[config.mk]
export PLATFORM = sky130hd
export DESIGN_NAME = ihpt_ctrl
export DESIGN_NICKNAME = d
export VERILOG_FILES = /design/src/hw/rtl/ihpt_pkg.sv /design/src/hw/rtl/ihpt_ctrl.sv
export SDC_FILE = /design/constraint.sdc
export NUM_CORES = 1
export LEC_CHECK = 0
export BUFFER_PORTS_ARGS = -buffer_cell sky130_fd_sc_hd__buf_2
export CAP_MARGIN = 40
export CELL_PAD_IN_SITES_DETAIL_PLACEMENT = 1
export CELL_PAD_IN_SITES_GLOBAL_PLACEMENT = 2
export CORE_ASPECT_RATIO = 1.2
export CORE_MARGIN = 2
export CORE_UTILIZATION = 28
export CTS_BUF_LIST = sky130_fd_sc_hd__clkbuf_4
export CTS_CLUSTER_DIAMETER = 60
export CTS_CLUSTER_SIZE = 12
export DETAILED_ROUTE_END_ITERATION = 7
export GPL_TIMING_DRIVEN = 1
export PLACE_DENSITY_LB_ADDON = 0.25
export SKIP_LAST_GASP = 1
export SYNTH_ARGS = -nofsm -noshare
export SYNTH_HDL_FRONTEND = slang
export SYNTH_SLANG_ARGS = --single-unit
export TNS_END_PERCENT = 1
[constraint.sdc]
create_clock -name clk -period 1.8 [get_ports clk]
set_input_delay 0.45 -clock clk [delete_from_list [all_inputs] [get_ports clk]]
set_output_delay 0.45 -clock clk [all_outputs]
set_load 0.03 [all_outputs]
[src/hw/rtl/ihpt_pkg.sv]
// Shared constants, step codes and control structs for the hashed inverted page table.
// No dependencies; every other file but ihpt_ram uses it through scoped names.
package ihpt_pkg;

  localparam int FRAMES    = 256;
  localparam int FRAME_W   = 8;
  localparam int PTR_W     = 9;
  localparam int PID_W     = 4;
  localparam int VA_W      = 32;
  localparam int PAGE_BITS = 12;
  localparam int VPN_W     = VA_W - PAGE_BITS;
  localparam int INFO_W    = PID_W + VPN_W;
  localparam int CNT_W     = 9;
  localparam int PA_W      = FRAME_W + PAGE_BITS;

  // End-of-chain marker: one past the last frame.
  localparam logic [PTR_W-1:0] NIL = PTR_W'(FRAMES);

  // Datapath step codes.
  localparam logic [4:0] OP_NONE    = 5'd0;
  localparam logic [4:0] OP_CLEAR   = 5'd1;
  localparam logic [4:0] OP_ACCEPT  = 5'd2;
  localparam logic [4:0] OP_HEAD    = 5'd3;
  localparam logic [4:0] OP_CMP     = 5'd4;
  localparam logic [4:0] OP_HREAD   = 5'd5;
  localparam logic [4:0] OP_HLINK   = 5'd6;
  localparam logic [4:0] OP_HBEF    = 5'd7;
  localparam logic [4:0] OP_HPLACE1 = 5'd8;
  localparam logic [4:0] OP_HPLACE2 = 5'd9;
  localparam logic [4:0] OP_HOLD_RD = 5'd10;
  localparam logic [4:0] OP_HOLD_AD = 5'd11;
  localparam logic [4:0] OP_MISS    = 5'd12;
  localparam logic [4:0] OP_EINFO   = 5'd13;
  localparam logic [4:0] OP_EHEAD   = 5'd14;
  localparam logic [4:0] OP_ELINK   = 5'd15;
  localparam logic [4:0] OP_INS_RD  = 5'd16;
  localparam logic [4:0] OP_INS_WR  = 5'd17;
  localparam logic [4:0] OP_OUT     = 5'd18;

  typedef struct packed {
    logic [4:0] op;
  } cmd_t;

  typedef struct packed {
    logic head_nil;
    logic link_nil;
    logic match;
    logic cur_is_oldest;
    logic cur_is_frame;
    logic full;
    logic cmp_last;
    logic steps_last;
    logic clr_last;
  } sts_t;

endpackage

[src/hw/rtl/ihpt_ctrl.sv]
// Controller state machine: sequences lookup, ring update, eviction and insert.
// Depends on ihpt_pkg for step codes and the command and status structs.
module ihpt_ctrl (
  input  logic             clk,
  input  logic             rst_n,
  input  logic             in_valid,
  output logic             in_ready,
  output logic             out_valid,
  input  logic             out_ready,
  input  ihpt_pkg::sts_t   sts,
  output ihpt_pkg::cmd_t   cmd
);

  localparam logic [4:0] S_CLR     = 5'd0;
  localparam logic [4:0] S_IDLE    = 5'd1;
  localparam logic [4:0] S_HEAD    = 5'd2;
  localparam logic [4:0] S_CMP     = 5'd3;
  localparam logic [4:0] S_HREAD   = 5'd4;
  localparam logic [4:0] S_HLINK   = 5'd5;
  localparam logic [4:0] S_HBEF    = 5'd6;
  localparam logic [4:0] S_HPLACE1 = 5'd7;
  localparam logic [4:0] S_HPLACE2 = 5'd8;
  localparam logic [4:0] S_HOLD_RD = 5'd9;
  localparam logic [4:0] S_HOLD_AD = 5'd10;
  localparam logic [4:0] S_MISS    = 5'd11;
  localparam logic [4:0] S_EINFO   = 5'd12;
  localparam logic [4:0] S_EHEAD   = 5'd13;
  localparam logic [4:0] S_ELINK   = 5'd14;
  localparam logic [4:0] S_INS_RD  = 5'd15;
  localparam logic [4:0] S_INS_WR  = 5'd16;
  localparam logic [4:0] S_OUT     = 5'd17;

  logic [4:0] state_r, state_nxt;
  logic       out_valid_r, out_valid_nxt;
  logic       load_out;

  assign in_ready  = (state_r == S_IDLE);
  assign out_valid = out_valid_r;
  assign load_out  = (state_r == S_OUT) && (!out_valid_r || out_ready);

  // Next state and the step issued to the datapath.
  always_comb begin
    state_nxt = state_r;
    cmd.op    = ihpt_pkg::OP_NONE;
    unique case (state_r)
      S_CLR: begin
        cmd.op = ihpt_pkg::OP_CLEAR;
        if (sts.clr_last) state_nxt = S_IDLE;
      end
      S_IDLE: begin
        if (in_valid) begin
          cmd.op    = ihpt_pkg::OP_ACCEPT;
          state_nxt = S_HEAD;
        end
      end
      S_HEAD: begin
        cmd.op    = ihpt_pkg::OP_HEAD;
        state_nxt = sts.head_nil ? S_MISS : S_CMP;
      end
      S_CMP: begin
        cmd.op = ihpt_pkg::OP_CMP;
        if (sts.match) begin
          state_nxt = sts.cur_is_oldest ? S_HOLD_RD : S_HREAD;
        end else if (sts.link_nil || sts.cmp_last) begin
          state_nxt = S_MISS;
        end
      end
      S_HREAD: begin
        cmd.op    = ihpt_pkg::OP_HREAD;
        state_nxt = S_HLINK;
      end
      S_HLINK: begin
        cmd.op    = ihpt_pkg::OP_HLINK;
        state_nxt = S_HBEF;
      end
      S_HBEF: begin
        cmd.op    = ihpt_pkg::OP_HBEF;
        state_nxt = S_HPLACE1;
      end
      S_HPLACE1: begin
        cmd.op    = ihpt_pkg::OP_HPLACE1;
        state_nxt = S_HPLACE2;
      end
      S_HPLACE2: begin
        cmd.op    = ihpt_pkg::OP_HPLACE2;
        state_nxt = S_OUT;
      end
      S_HOLD_RD: begin
        cmd.op    = ihpt_pkg::OP_HOLD_RD;
        state_nxt = S_HOLD_AD;
      end
      S_HOLD_AD: begin
        cmd.op    = ihpt_pkg::OP_HOLD_AD;
        state_nxt = S_OUT;
      end
      S_MISS: begin
        cmd.op    = ihpt_pkg::OP_MISS;
        state_nxt = sts.full ? S_EINFO : S_INS_RD;
      end
      S_EINFO: begin
        cmd.op    = ihpt_pkg::OP_EINFO;
        state_nxt = S_EHEAD;
      end
      S_EHEAD: begin
        cmd.op    = ihpt_pkg::OP_EHEAD;
        state_nxt = sts.head_nil ? S_INS_RD : S_ELINK;
      end
      S_ELINK: begin
        cmd.op = ihpt_pkg::OP_ELINK;
        if (sts.cur_is_frame || sts.link_nil || sts.steps_last) state_nxt = S_INS_RD;
      end
      S_INS_RD: begin
        cmd.op    = ihpt_pkg::OP_INS_RD;
        state_nxt = S_INS_WR;
      end
      S_INS_WR: begin
        cmd.op    = ihpt_pkg::OP_INS_WR;
        state_nxt = S_OUT;
      end
      S_OUT: begin
        if (load_out) begin
          cmd.op    = ihpt_pkg::OP_OUT;
          state_nxt = S_IDLE;
        end
      end
      default: begin
        state_nxt = S_CLR;
      end
    endcase
  end

  // The result word stays valid until the sink takes it.
  always_comb begin
    out_valid_nxt = out_valid_r;
    if (out_valid_r && out_ready) out_valid_nxt = 1'b0;
    if (load_out) out_valid_nxt = 1'b1;
  end

  always_ff @(posedge clk) begin
    if (!rst_n) begin
      state_r     <= S_CLR;
      out_valid_r <= 1'b0;
    end else begin
      state_r     <= state_nxt;
      out_valid_r <= out_valid_nxt;
    end
  end

endmodule

Yosys cells after proc, flatten, opt, wreduce, memory -nomap -nowiden
Cells that the tools add are included.

word-level totals
  bits in registers = 6
  latch bits = 0
  bits of input ports = 13
  ROM bits = 0
  RAM bits = 0
  memories = 0
  logic and storage cells = 51
  output and inout port bits = 7

operators by class
  shift-type cells = 0
  magnitude comparators = 0
  add/subtract/negate cells = 0
  multiply operators = 0
  equality and inequality tests = 22
  bitwise logic cells = 0
  div/mod/pow operators = 0
  muxes and demuxes = 16
  reductions and logical operators = 11

operators by type and width
  kind                  count
  $pmux W5 S18          1
  $pmux W5 S16          1
  $eq A5 B4 Y1 const B  8
  $mux W5               7
  $eq A5 B3 Y1 const B  4
  $eq A5 B2 Y1 const B  2
  $eq A5 B5 Y1 const B  2
  $mux W4               2
  $ne A2 B2 Y1 const B  4
  $eq A5 B1 Y1 const B  1
  $logic_not A5 Y1      1
  $reduce_and A5 Y1     1
  $logic_or A1 B1 Y1    4
  $mux W2               2
  $mux W1               3
  $ne A3 B3 Y1 const B  1
  $reduce_or A3 Y1      1
  $logic_and A1 B1 Y1   2
  $reduce_bool A2 Y1    1
  $logic_not A1 Y1      1

Depth between registers and ports, before layout
Gate-level depths: netlist of the first run.

  depth after elaboration = 5
  mapped depth = 6
  mapped depth without buffers = 5

Worst setup path before layout of the first run
Ideal clock, no wire load.

  kind = flip-flop to output port
  from = register state_r[0]
  to = output cmd[1] (netlist name)
  path slack = -176 ps
  data required time = 1350 ps
  buffers on the path = 2
  stages on the path, launching flop included = 6
  data arrival time = 1526 ps
  cells stage by stage = dfxtp_1 -> buf_2 -> buf_2 -> o311a_1 -> nor2_1 -> o21ai_0

RTL lines
  element                 RTL line          RTL
  start, declared         ihpt_ctrl.sv:33   logic [4:0] state_r, state_nxt;
  start signal, assigned  ihpt_ctrl.sv:144  state_r <= state_nxt;
  end, declared           ihpt_ctrl.sv:11   output ihpt_pkg::cmd_t cmd

==> impl_summary.log, run 1 <==
[metrics] max-slew violation total from the final report: 0
[metrics] total power consumption of the routed design: 928 uW
[metrics] post-detailed-route count of antenna-violating nets: 0
[metrics] detailed-placement wirelength estimate: 1.51 mm
[metrics] most frequent cells in the layout: sky130_fd_sc_hd__buf_2 (16), sky130_fd_sc_hd__buf_4 (13), sky130_fd_sc_hd__nor2_1 (10), sky130_fd_sc_hd__nand2_1 (9), sky130_fd_sc_hd__clkbuf_4 (5)
[metrics] worst path setup slack after routing: 0.0131 ns
[metrics] required time of the worst setup path: 1.35 ns
[metrics] first-pass GRT wire length: 3.24 mm
[metrics] top cell type's share of synthesized area: 19.3%
[metrics] vias after detailed routing: 713
[metrics] clock tree skew after final layout: 0.0125 ns
[metrics] count of standard-cell rows: 18
[metrics] CP Launch Point: state_r[2]
[metrics] Peak Freq: 560 MHz
[metrics] warnings from Yosys: 0
[metrics] share of final-layout standard cells stronger than drive strength 1: 46.4%
[metrics] CTS Sinks: 6
[metrics] Residual DRC: 0
[metrics] gp weighted congestion: 0.836
[metrics] DIE AREA: 2620 um2
[metrics] maximum level of the CTS H-tree: 1
[metrics] most area-consuming cells after synthesis: sky130_fd_sc_hd__dfxtp_1 (19%), sky130_fd_sc_hd__nor2_1 (6.0%), sky130_fd_sc_hd__nand2_1 (5.4%)
[metrics] Worst Path Class, Setup: register to primary output
[metrics] placed cell area: 773 um2
[metrics] Total Wirelength: 1.98 mm
[metrics] sequential share of the synthesized area: 19.3%
[metrics] Port Buffers: 19
[metrics] clock input transition at the sequential cells of the worst setup and hold paths: 0.06 ns
[metrics] type of the worst min-delay path: primary input to register
[metrics] result of the run: complete, no violations
[metrics] minimum clock period: 1.79 ns
[metrics] number of buffers inserted during clock tree synthesis: 3
[metrics] Max stage delay on crit path: 0.36 ns
[metrics] chip width: 47.1 um
[metrics] average wire length per cell after detail routing: 14.1 um
[metrics] Hold Vio Cnt, Final: 0
[metrics] start of the worst register-to-register path: state_r[2]
[metrics] Clock Tree Root: sky130_fd_sc_hd__clkbuf_4
[metrics] total power per unit cell area: 1080 nW/um2
[metrics] initial antenna violation count: 0
[metrics] mapped cell area: 623 um2
[metrics] Slew @ Worst Pin: 0.320 ns
[metrics] drt pass-1 iters: 4
[metrics] core area: 2070 um2
[metrics] sequence of cells on the critical path: nor3_4 -> buf_4 -> nand4_1 -> o21ai_1 -> buf_2
[metrics] Avg Cell Area, Syn: 7.60 um2
[metrics] hold_ws: 0.485 ns
[metrics] number of design-rule violations left by the first detailed-router iteration: 5
[metrics] Final Net Count: 125
[metrics] Via-to-Cell Ratio: 5.09
[metrics] endpoint type of the worst setup path: primary output
[metrics] Place WS: 0.0391 ns
[metrics] fin crit share: 99.3%
[metrics] TritonCTS clock tree: yes
[metrics] insertion delay of the later-clocked pin in the worst-skew pair: 0.26 ns
[metrics] leading area contributor after synthesis: sky130_fd_sc_hd__dfxtp_1
[metrics] number of synthesized register bits: 6
[metrics] Final setup viols: 0
[metrics] CP Launch Type: register
[metrics] max-capacitance violation count: 0
[metrics] die height: 55.7 um
[metrics] worst slew slack as a fraction of its limit: 78.6%
[metrics] number of nets produced by synthesis: 95
[metrics] effective utilization at floorplan: 30.1%
[metrics] Peak supply drop: 0.584 mV
[metrics] setup repair after global routing missed its margin: true
[metrics] Critical-path top delay cell: sky130_fd_sc_hd__dfxtp_4
[metrics] overflow left after global routing: 0
[metrics] Final Instance Area: 862 um2
[metrics] via count of the first global-routing pass: 695
[metrics] number of fill cells: 271
[metrics] Area Growth Syn to Fin: 38.4%
[metrics] leakage component of the power: 0.000369 uW
[metrics] number of top-level pins: 20
[metrics] biggest fanout along the worst timing path: 5
[metrics] number of distinct library cells after synthesis: 40
[metrics] Tot GR Track Use: 16.9%
[metrics] Data arrival, critical path: 1.34 ns
[metrics] pin count of the biggest net entering global routing: 14
[metrics] worst-case clock buffer depth: 2
[metrics] commonest non-fill, non-tap cell in the layout: sky130_fd_sc_hd__buf_2
[metrics] cells after synthesis: 82
[metrics] antenna cells: 0
[metrics] hold path startpoint: sts[3]
## logic make-up after synthesis
kind of cell	share of synthesized area (%)
simple gates	38.2
compound gates	27.1
buf+inv	9.24
flops	19.3
xor+xnor	2.81
mux	3.41
## registers in the layout, summed over array words and instances, names as in the netlist
signal	cells
state_r	5
out_valid	1
## cells in the mapped netlist
cell type,number
sky130_fd_sc_hd__o221ai_1,1
sky130_fd_sc_hd__xnor2_1,1
sky130_fd_sc_hd__nand3_1,3
sky130_fd_sc_hd__a2111oi_2,1
sky130_fd_sc_hd__buf_4,1
sky130_fd_sc_hd__a2111oi_1,1
sky130_fd_sc_hd__nor2_4,1
sky130_fd_sc_hd__a31oi_1,1
sky130_fd_sc_hd__nor3_4,1
sky130_fd_sc_hd__a21oi_1,3
sky130_fd_sc_hd__o2111ai_2,1
sky130_fd_sc_hd__and3_1,1
sky130_fd_sc_hd__o21ai_0,5
sky130_fd_sc_hd__nand3b_1,1
sky130_fd_sc_hd__and2_1,1
sky130_fd_sc_hd__dfxtp_1,6
sky130_fd_sc_hd__a21o_1,2
sky130_fd_sc_hd__nand4b_1,1
sky130_fd_sc_hd__xor2_1,1
sky130_fd_sc_hd__a41o_1,1
sky130_fd_sc_hd__o21ai_2,1
sky130_fd_sc_hd__o311a_1,1
sky130_fd_sc_hd__buf_6,2
sky130_fd_sc_hd__mux2_2,1
sky130_fd_sc_hd__nor2_1,10
sky130_fd_sc_hd__mux2i_1,1
sky130_fd_sc_hd__buf_2,4
sky130_fd_sc_hd__a21boi_1,1
sky130_fd_sc_hd__nor2b_1,1
sky130_fd_sc_hd__inv_2,1
sky130_fd_sc_hd__or3_4,1
sky130_fd_sc_hd__nand2b_1,2
sky130_fd_sc_hd__inv_1,1
sky130_fd_sc_hd__nand2_1,9
sky130_fd_sc_hd__a21boi_0,2
sky130_fd_sc_hd__and2b_1,2
sky130_fd_sc_hd__a211oi_1,1
sky130_fd_sc_hd__nand4_1,3
sky130_fd_sc_hd__nor2b_2,1
sky130_fd_sc_hd__nor3b_1,3
## through the flow
stage | instances | util, % | TNS, ns
2_1_floorplan | 82 | - | 0
4_1_cts | 140 | 40.8 | -0.00629
5_1_grt | 140 | 41.6 | -0.0955
3_3_place_gp | 133 | 37.3 | 0
3_5_place_dp | 133 | 37.3 | 0
6_report | 140 | 41.6 | 0
## power breakdown
group	internal [uW]	switching [uW]	leakage [uW]
clock network	76.2	60.5	0.0000138
registers	166	56.9	0.0000522
logic	249	319	0.000303
## critical path, delay by kind of cell, from the launching register on
kind,cells,cell delay [ns]
flip-flops,1,0.36
buffers and inverters,2,0.36
AO/OA/AOI/OAI,1,0.08
AND/OR/NAND/NOR,2,0.28
## layer usage
layer  vias to the layer above  share of wire (%)  wire (um)  global-route usage (%)
li1                        354                  -          -                       -
met1                       339                 45        891                    23.1
met5                         -                  0          0                       0
met2                        15                 49        974                    25.8
met3                         5                3.4         67                    1.95
met4                         0                2.1         41                    7.14
## worst paths after layout
path / cells after the start / slack, ns / to
hold / removal: 4 / 0.48 / state_r[1]
hold reg to reg: 2 / 0.58 / out_valid
setup reg to reg: 7 / 0.28 / state_r[0]
setup / recovery: 5 / 0.01 / cmd[1]
## repair_timing
item	in CTS	in global routing
hold buffers	0	0
pin swaps	0	0
endpoints found under the setup margin	6	6
buffers inserted	4	0
resized for setup	10	5
## layout make-up
cell class | instances | area [um2] | area share [%]
clock buffers | 3 | 22.5 | 2.61
repair buffers | 32 | 204 | 23.7
multi-input cells | 67 | 454 | 52.7
inverters | 2 | 7.51 | 0.871
flip-flops and latches | 6 | 136 | 15.8
well taps | 30 | 37.5 | 4.35
No activity file was read; power rests on OpenSTA's default activity.
==> run 2, diff against run 1 <==
==> constraint.sdc (replaced) <==
create_clock -name clk -period 2.05 [get_ports clk]
set_input_delay 0.5125 -clock clk [delete_from_list [all_inputs] [get_ports clk]]
set_output_delay 0.5125 -clock clk [all_outputs]
set_load 0.03 [all_outputs]
==> impl_summary.log, run 2 (same netlist as run 1, synthesis figures left out) <==
[metrics] setup repair after global routing missed its margin: true
[metrics] Final Net Count: 119
[metrics] total power per unit cell area: 992 nW/um2
[metrics] Area Growth Syn to Fin: 25.7%
[metrics] pin count of the biggest net entering global routing: 16
[metrics] non-filler instance count after layout: 134
[metrics] hold path depth: 2
[metrics] worst slew slack as a fraction of its limit: 72.5%
[metrics] setup slack of the most critical reg-to-reg path: 0.57 ns
[metrics] gp weighted congestion: 0.735
[metrics] FF-to-FF path depth: 6
[metrics] die height: 55.7 um
[metrics] initial antenna violation count: 0
[metrics] detailed-placement wirelength estimate: 1.42 mm
[metrics] CTS Sinks: 6
[metrics] average wire length per cell after detail routing: 14.0 um
[metrics] post-detailed-route count of antenna-violating nets: 0
[metrics] TritonCTS clock tree: yes
[metrics] biggest fanout along the worst timing path: 10
[metrics] number of top-level pins: 20
[metrics] commonest non-fill, non-tap cell in the layout: sky130_fd_sc_hd__buf_2
[metrics] Tot GR Track Use: 15.7%
[metrics] type of the worst min-delay path: register to register
[metrics] CP Launch Type: register
[metrics] insertion delay of the later-clocked pin in the worst-skew pair: 0.25 ns
[metrics] Place WS: 0.180 ns
[metrics] share of final-layout standard cells stronger than drive strength 1: 38.5%
[metrics] worst path setup slack after routing: 0.0164 ns
[metrics] maximum level of the CTS H-tree: 1
[metrics] via count of the first global-routing pass: 664
[metrics] Final setup viols: 0
[metrics] start of the worst register-to-register path: state_r[0]
[metrics] Data arrival, critical path: 1.52 ns
[metrics] clock tree skew after final layout: 0.0115 ns
[metrics] first-pass GRT wire length: 3.11 mm
[metrics] Largest register FFs: 5
[metrics] number of fill cells: 283
[metrics] max-slew violation total from the final report: 0
[metrics] hold path startpoint: out_valid
[metrics] required time of the worst setup path: 1.54 ns
[metrics] Slew @ Worst Pin: 0.412 ns
[metrics] endpoint type of the worst setup path: primary output
[metrics] Residual DRC: 0
[metrics] final standard cell utilization of the core: 37.8%
[metrics] worst-case clock buffer depth: 2
[metrics] largest reg by FF count: state_r
[metrics] result of the run: complete, no violations
[metrics] fin crit share: 99.2%
[metrics] most frequent cells in the layout: sky130_fd_sc_hd__buf_2 (19), sky130_fd_sc_hd__nor2_1 (10), sky130_fd_sc_hd__nand2_1 (9), sky130_fd_sc_hd__buf_4 (7), sky130_fd_sc_hd__o21ai_0 (5)
[metrics] Worst Path Class, Setup: register to primary output
[metrics] max-capacitance violation count: 0
[metrics] effective utilization at floorplan: 30.1%
[metrics] drt pass-1 iters: 3
[metrics] hold_ws: 0.553 ns
[metrics] CP Launch Point: state_r[2]
[metrics] clock input transition at the sequential cells of the worst setup and hold paths: 0.06 ns
[metrics] total power consumption of the routed design: 777 uW
[metrics] leakage component of the power: 0.000335 uW
[metrics] Hold Vio Cnt, Final: 0
[metrics] Global Route met2 Usage: 23.5%
[metrics] minimum clock period: 2.03 ns
[metrics] Port Buffers: 19
[metrics] number of cells in the design after placement: 129
[metrics] Peak supply drop: 0.439 mV
[metrics] met3 Resource Use GR: 2.92%
[metrics] Total Wirelength: 1.88 mm
[metrics] DIE AREA: 2620 um2
[metrics] Post-CTS Hold Buffers: 0
[metrics] core area: 2070 um2
[metrics] chip width: 47.1 um
[metrics] Via-to-Cell Ratio: 5.15
[metrics] antenna cells: 0
[metrics] number of design-rule violations left by the first detailed-router iteration: 4
[metrics] Most Crowded Layer GR: met2
[metrics] met1 global-route usage: 23.0%
[metrics] Peak Freq: 492 MHz
[metrics] vias after detailed routing: 690
[metrics] overflow left after global routing: 0
[metrics] number of buffers inserted during clock tree synthesis: 3
[metrics] count of standard-cell rows: 18
[metrics] Clock Tree Root: sky130_fd_sc_hd__clkbuf_4
## run 2: repair_timing
| item | in CTS | in global routing |
|---|---|---|
| setup buffers | 0 | 2 |
| gates cloned | 0 | 0 |
| resized for setup | 2 | 0 |
| pin swaps | 0 | 1 |
| setup endpoints to repair | 3 | 3 |
## run 2: area by class of cell
class / instances / area, um2 / share of cell area (%)
multi-input cells: 67 / 445 / 56.9
repair buffers: 26 / 148 / 18.8
flip-flops and latches: 6 / 123 / 15.7
well taps: 30 / 37.5 / 4.79
clock buffers: 3 / 22.5 / 2.88
inverters: 2 / 7.51 / 0.958
## run 2: report_power, final
group	total (uW)	internal [uW]	switching (uW)
registers	185	138	46.7
logic	473	196	277
clock network	119	66.9	52.3
## run 2: per-stage QoR
step | cell area (um2) | setup TNS, ns
after floorplan | 623 | 0
after global placement | 743 | 0
after detailed placement | 743 | 0
after CTS | 768 | 0
after global routing | 783 | -0.0391
final | 783 | 0
## run 2: critical path, stage by stage (launching register included)
cell,delay (ns)
sky130_fd_sc_hd__dfxtp_1,0.57
sky130_fd_sc_hd__o311a_1,0.24
sky130_fd_sc_hd__nor2_1,0.06
sky130_fd_sc_hd__o21ai_0,0.18
sky130_fd_sc_hd__buf_2,0.23
## run 2: path summary, 6_finish.rpt
kind	endpoint
max reg2reg	state_r[0]
max	cmd[1]
min	out_valid
min reg2reg	out_valid
## run 2: metal layers
| metal | routed length, um | part of all wire [%] | up-vias |
|---|---|---|---|
| met5 | 0 | 0 | - |
| met4 | 13 | 0.69 | 0 |
| met3 | 57 | 3.0 | 2 |
| met2 | 956 | 51 | 12 |
| met1 | 849 | 45 | 332 |
| li1 | - | - | 344 |
==> run 3, diff against run 2 <==
==> constraint.sdc (replaced) <==
create_clock -name clk -period 2.05 [get_ports clk]
set_input_delay 0 -clock clk [delete_from_list [all_inputs] [get_ports clk]]
set_output_delay 0 -clock clk [all_outputs]
set_load 0.03 [all_outputs]
==> impl_summary.log, run 3 (same netlist as run 1, synthesis figures left out) <==
[metrics] result of the run: complete, no violations
[metrics] Slew @ Worst Pin: 0.662 ns
[metrics] worst-case clock buffer depth: 2
[metrics] Place WS: 0.390 ns
[metrics] Peak Freq: 560 MHz
[metrics] Port Buffers: 19
[metrics] Post-CTS Hold Buffers: 0
[metrics] CP Launch Type: register
[metrics] TritonCTS clock tree: yes
[metrics] die height: 55.7 um
[metrics] core area: 2070 um2
[metrics] sequence of cells on the critical path: nand3b_1 -> and3_1 -> a41o_1 -> buf_2
[metrics] number of buffers inserted during clock tree synthesis: 3
[metrics] required time of the worst setup path: 2.05 ns
[metrics] share of final-layout standard cells stronger than drive strength 1: 33.3%
[metrics] count of standard-cell rows: 18
[metrics] clock input transition at the sequential cells of the worst setup and hold paths: 0.05 ns
[metrics] pin count of the biggest net entering global routing: 20
[metrics] Final setup viols: 0
[metrics] worst path setup slack after routing: 0.263 ns
[metrics] overflow left after global routing: 0
[metrics] CTS Sinks: 6
[metrics] Worst Path Class, Setup: register to primary output
[metrics] Data arrival, critical path: 1.79 ns
[metrics] Hold Vio Cnt, Final: 0
[metrics] antenna cells: 0
[metrics] Critical-path top delay cell: sky130_fd_sc_hd__dfxtp_1
[metrics] final standard cell utilization of the core: 35.9%
[metrics] Largest register FFs: 5
[metrics] Residual DRC: 0
[metrics] chip width: 47.1 um
[metrics] max-slew violation total from the final report: 0
[metrics] minimum clock period: 1.79 ns
[metrics] commonest non-fill, non-tap cell in the layout: sky130_fd_sc_hd__buf_2
[metrics] largest reg by FF count: state_r
[metrics] non-filler instance count after layout: 129
[metrics] area used by multi-input combinational logic: 445 um2
[metrics] insertion delay of the later-clocked pin in the worst-skew pair: 0.25 ns
[metrics] total power per unit cell area: 958 nW/um2
[metrics] DIE AREA: 2620 um2
[metrics] Setup TNS: 0 ns
[metrics] gp weighted congestion: 0.760
[metrics] maximum level of the CTS H-tree: 1
[metrics] endpoint type of the worst setup path: primary output
[metrics] Tot GR Track Use: 15.9%
[metrics] first-pass GRT wire length: 3.13 mm
[metrics] Top Family by Delay on Critical Path: flip-flops
[metrics] fin crit share: 87.2%
[metrics] vias after detailed routing: 653
[metrics] type of the worst min-delay path: primary input to register
[metrics] Max stage delay on crit path: 0.72 ns
[metrics] post-detailed-route count of antenna-violating nets: 0
[metrics] Final Net Count: 114
[metrics] number of setup buffers added after CTS: 0
[metrics] initial antenna violation count: 0
[metrics] leakage component of the power: 0.000309 uW
[metrics] Via-to-Cell Ratio: 5.06
[metrics] Peak supply drop: 0.372 mV
[metrics] number of design-rule violations left by the first detailed-router iteration: 4
[metrics] Area Growth Syn to Fin: 19.3%
[metrics] CTS resizes: 0
[metrics] Clock Tree Root: sky130_fd_sc_hd__clkbuf_4
[metrics] biggest fanout along the worst timing path: 19
[metrics] detailed-placement wirelength estimate: 1.35 mm
[metrics] number of top-level pins: 20
[metrics] max-capacitance violation count: 0
[metrics] buffers plus inverters on the worst setup path: 1
[metrics] average wire length per cell after detail routing: 13.4 um
[metrics] drt pass-1 iters: 4
[metrics] setup repair after global routing missed its margin: false
[metrics] worst slew slack as a fraction of its limit: 55.8%
[metrics] effective utilization at floorplan: 30.1%
[metrics] footprint of the flip-flops and latches: 120 um2
[metrics] clock tree skew after final layout: 0.00200 ns
[metrics] Total Wirelength: 1.73 mm
[metrics] number of fill cells: 274
[metrics] number of cells in the design after placement: 126
[metrics] most frequent cells in the layout: sky130_fd_sc_hd__buf_2 (19), sky130_fd_sc_hd__nor2_1 (10), sky130_fd_sc_hd__nand2_1 (9), sky130_fd_sc_hd__dfxtp_1 (6), sky130_fd_sc_hd__o21ai_0 (5)
[metrics] via count of the first global-routing pass: 671
run 3: tightest hold or removal path, delay by kind of cell:
family                 cells  cell delay (ns)
AO/OA/AOI/OAI              1             0.06
buffers and inverters      1             0.09
AND/OR/NAND/NOR            2             0.10
run 3: final cells by class:
| class | count | area share, % |
|---|---|---|
| multi-input combinational | 67 | 59.9 |
| sequential | 6 | 16.2 |
| timing repair buffer | 21 | 14.8 |
| tap | 30 | 5.05 |
| clock buffer | 3 | 3.03 |
| inverter | 2 | 1.01 |
run 3: layer usage:
metal  global-route usage [%]  vias up  part of all wire, %
met5                        0        -                    0
met4                     2.38        0                 0.64
met3                     5.19        2                  5.8
met2                     23.7       21                   49
met1                     22.4      299                   44
li1                         -      331                    -
run 3: through the flow:
step | power [uW] | area, um2 | hold slack [ns]
finish | 712 | 743 | 0.0561
global route | 783 | 743 | 0.0744
CTS | 724 | 743 | 0.0500
detailed placement | 603 | 721 | 0.314
global placement | 601 | 721 | 0.320
floorplan | 516 | 623 | 0.150
run 3: report_power, final:
| part | leakage (uW) | internal, uW | total (uW) | switching, uW |
|---|---|---|---|---|
| clock network | 0.0000138 | 66.5 | 113 | 46.9 |
| registers | 0.0000488 | 137 | 215 | 78.1 |
| logic | 0.000247 | 159 | 384 | 225 |
run 3: worst paths after layout:
check	cells after the start	startpoint	slack [ns]	to
worst max register to register	5	state_r[0]	0.36	state_r[0]
worst min-delay path	4	sts[3]	0.06	state_r[1]
worst min register to register	2	out_valid	0.56	out_valid
worst max-delay path	4	state_r[0]	0.26	cmd[4]
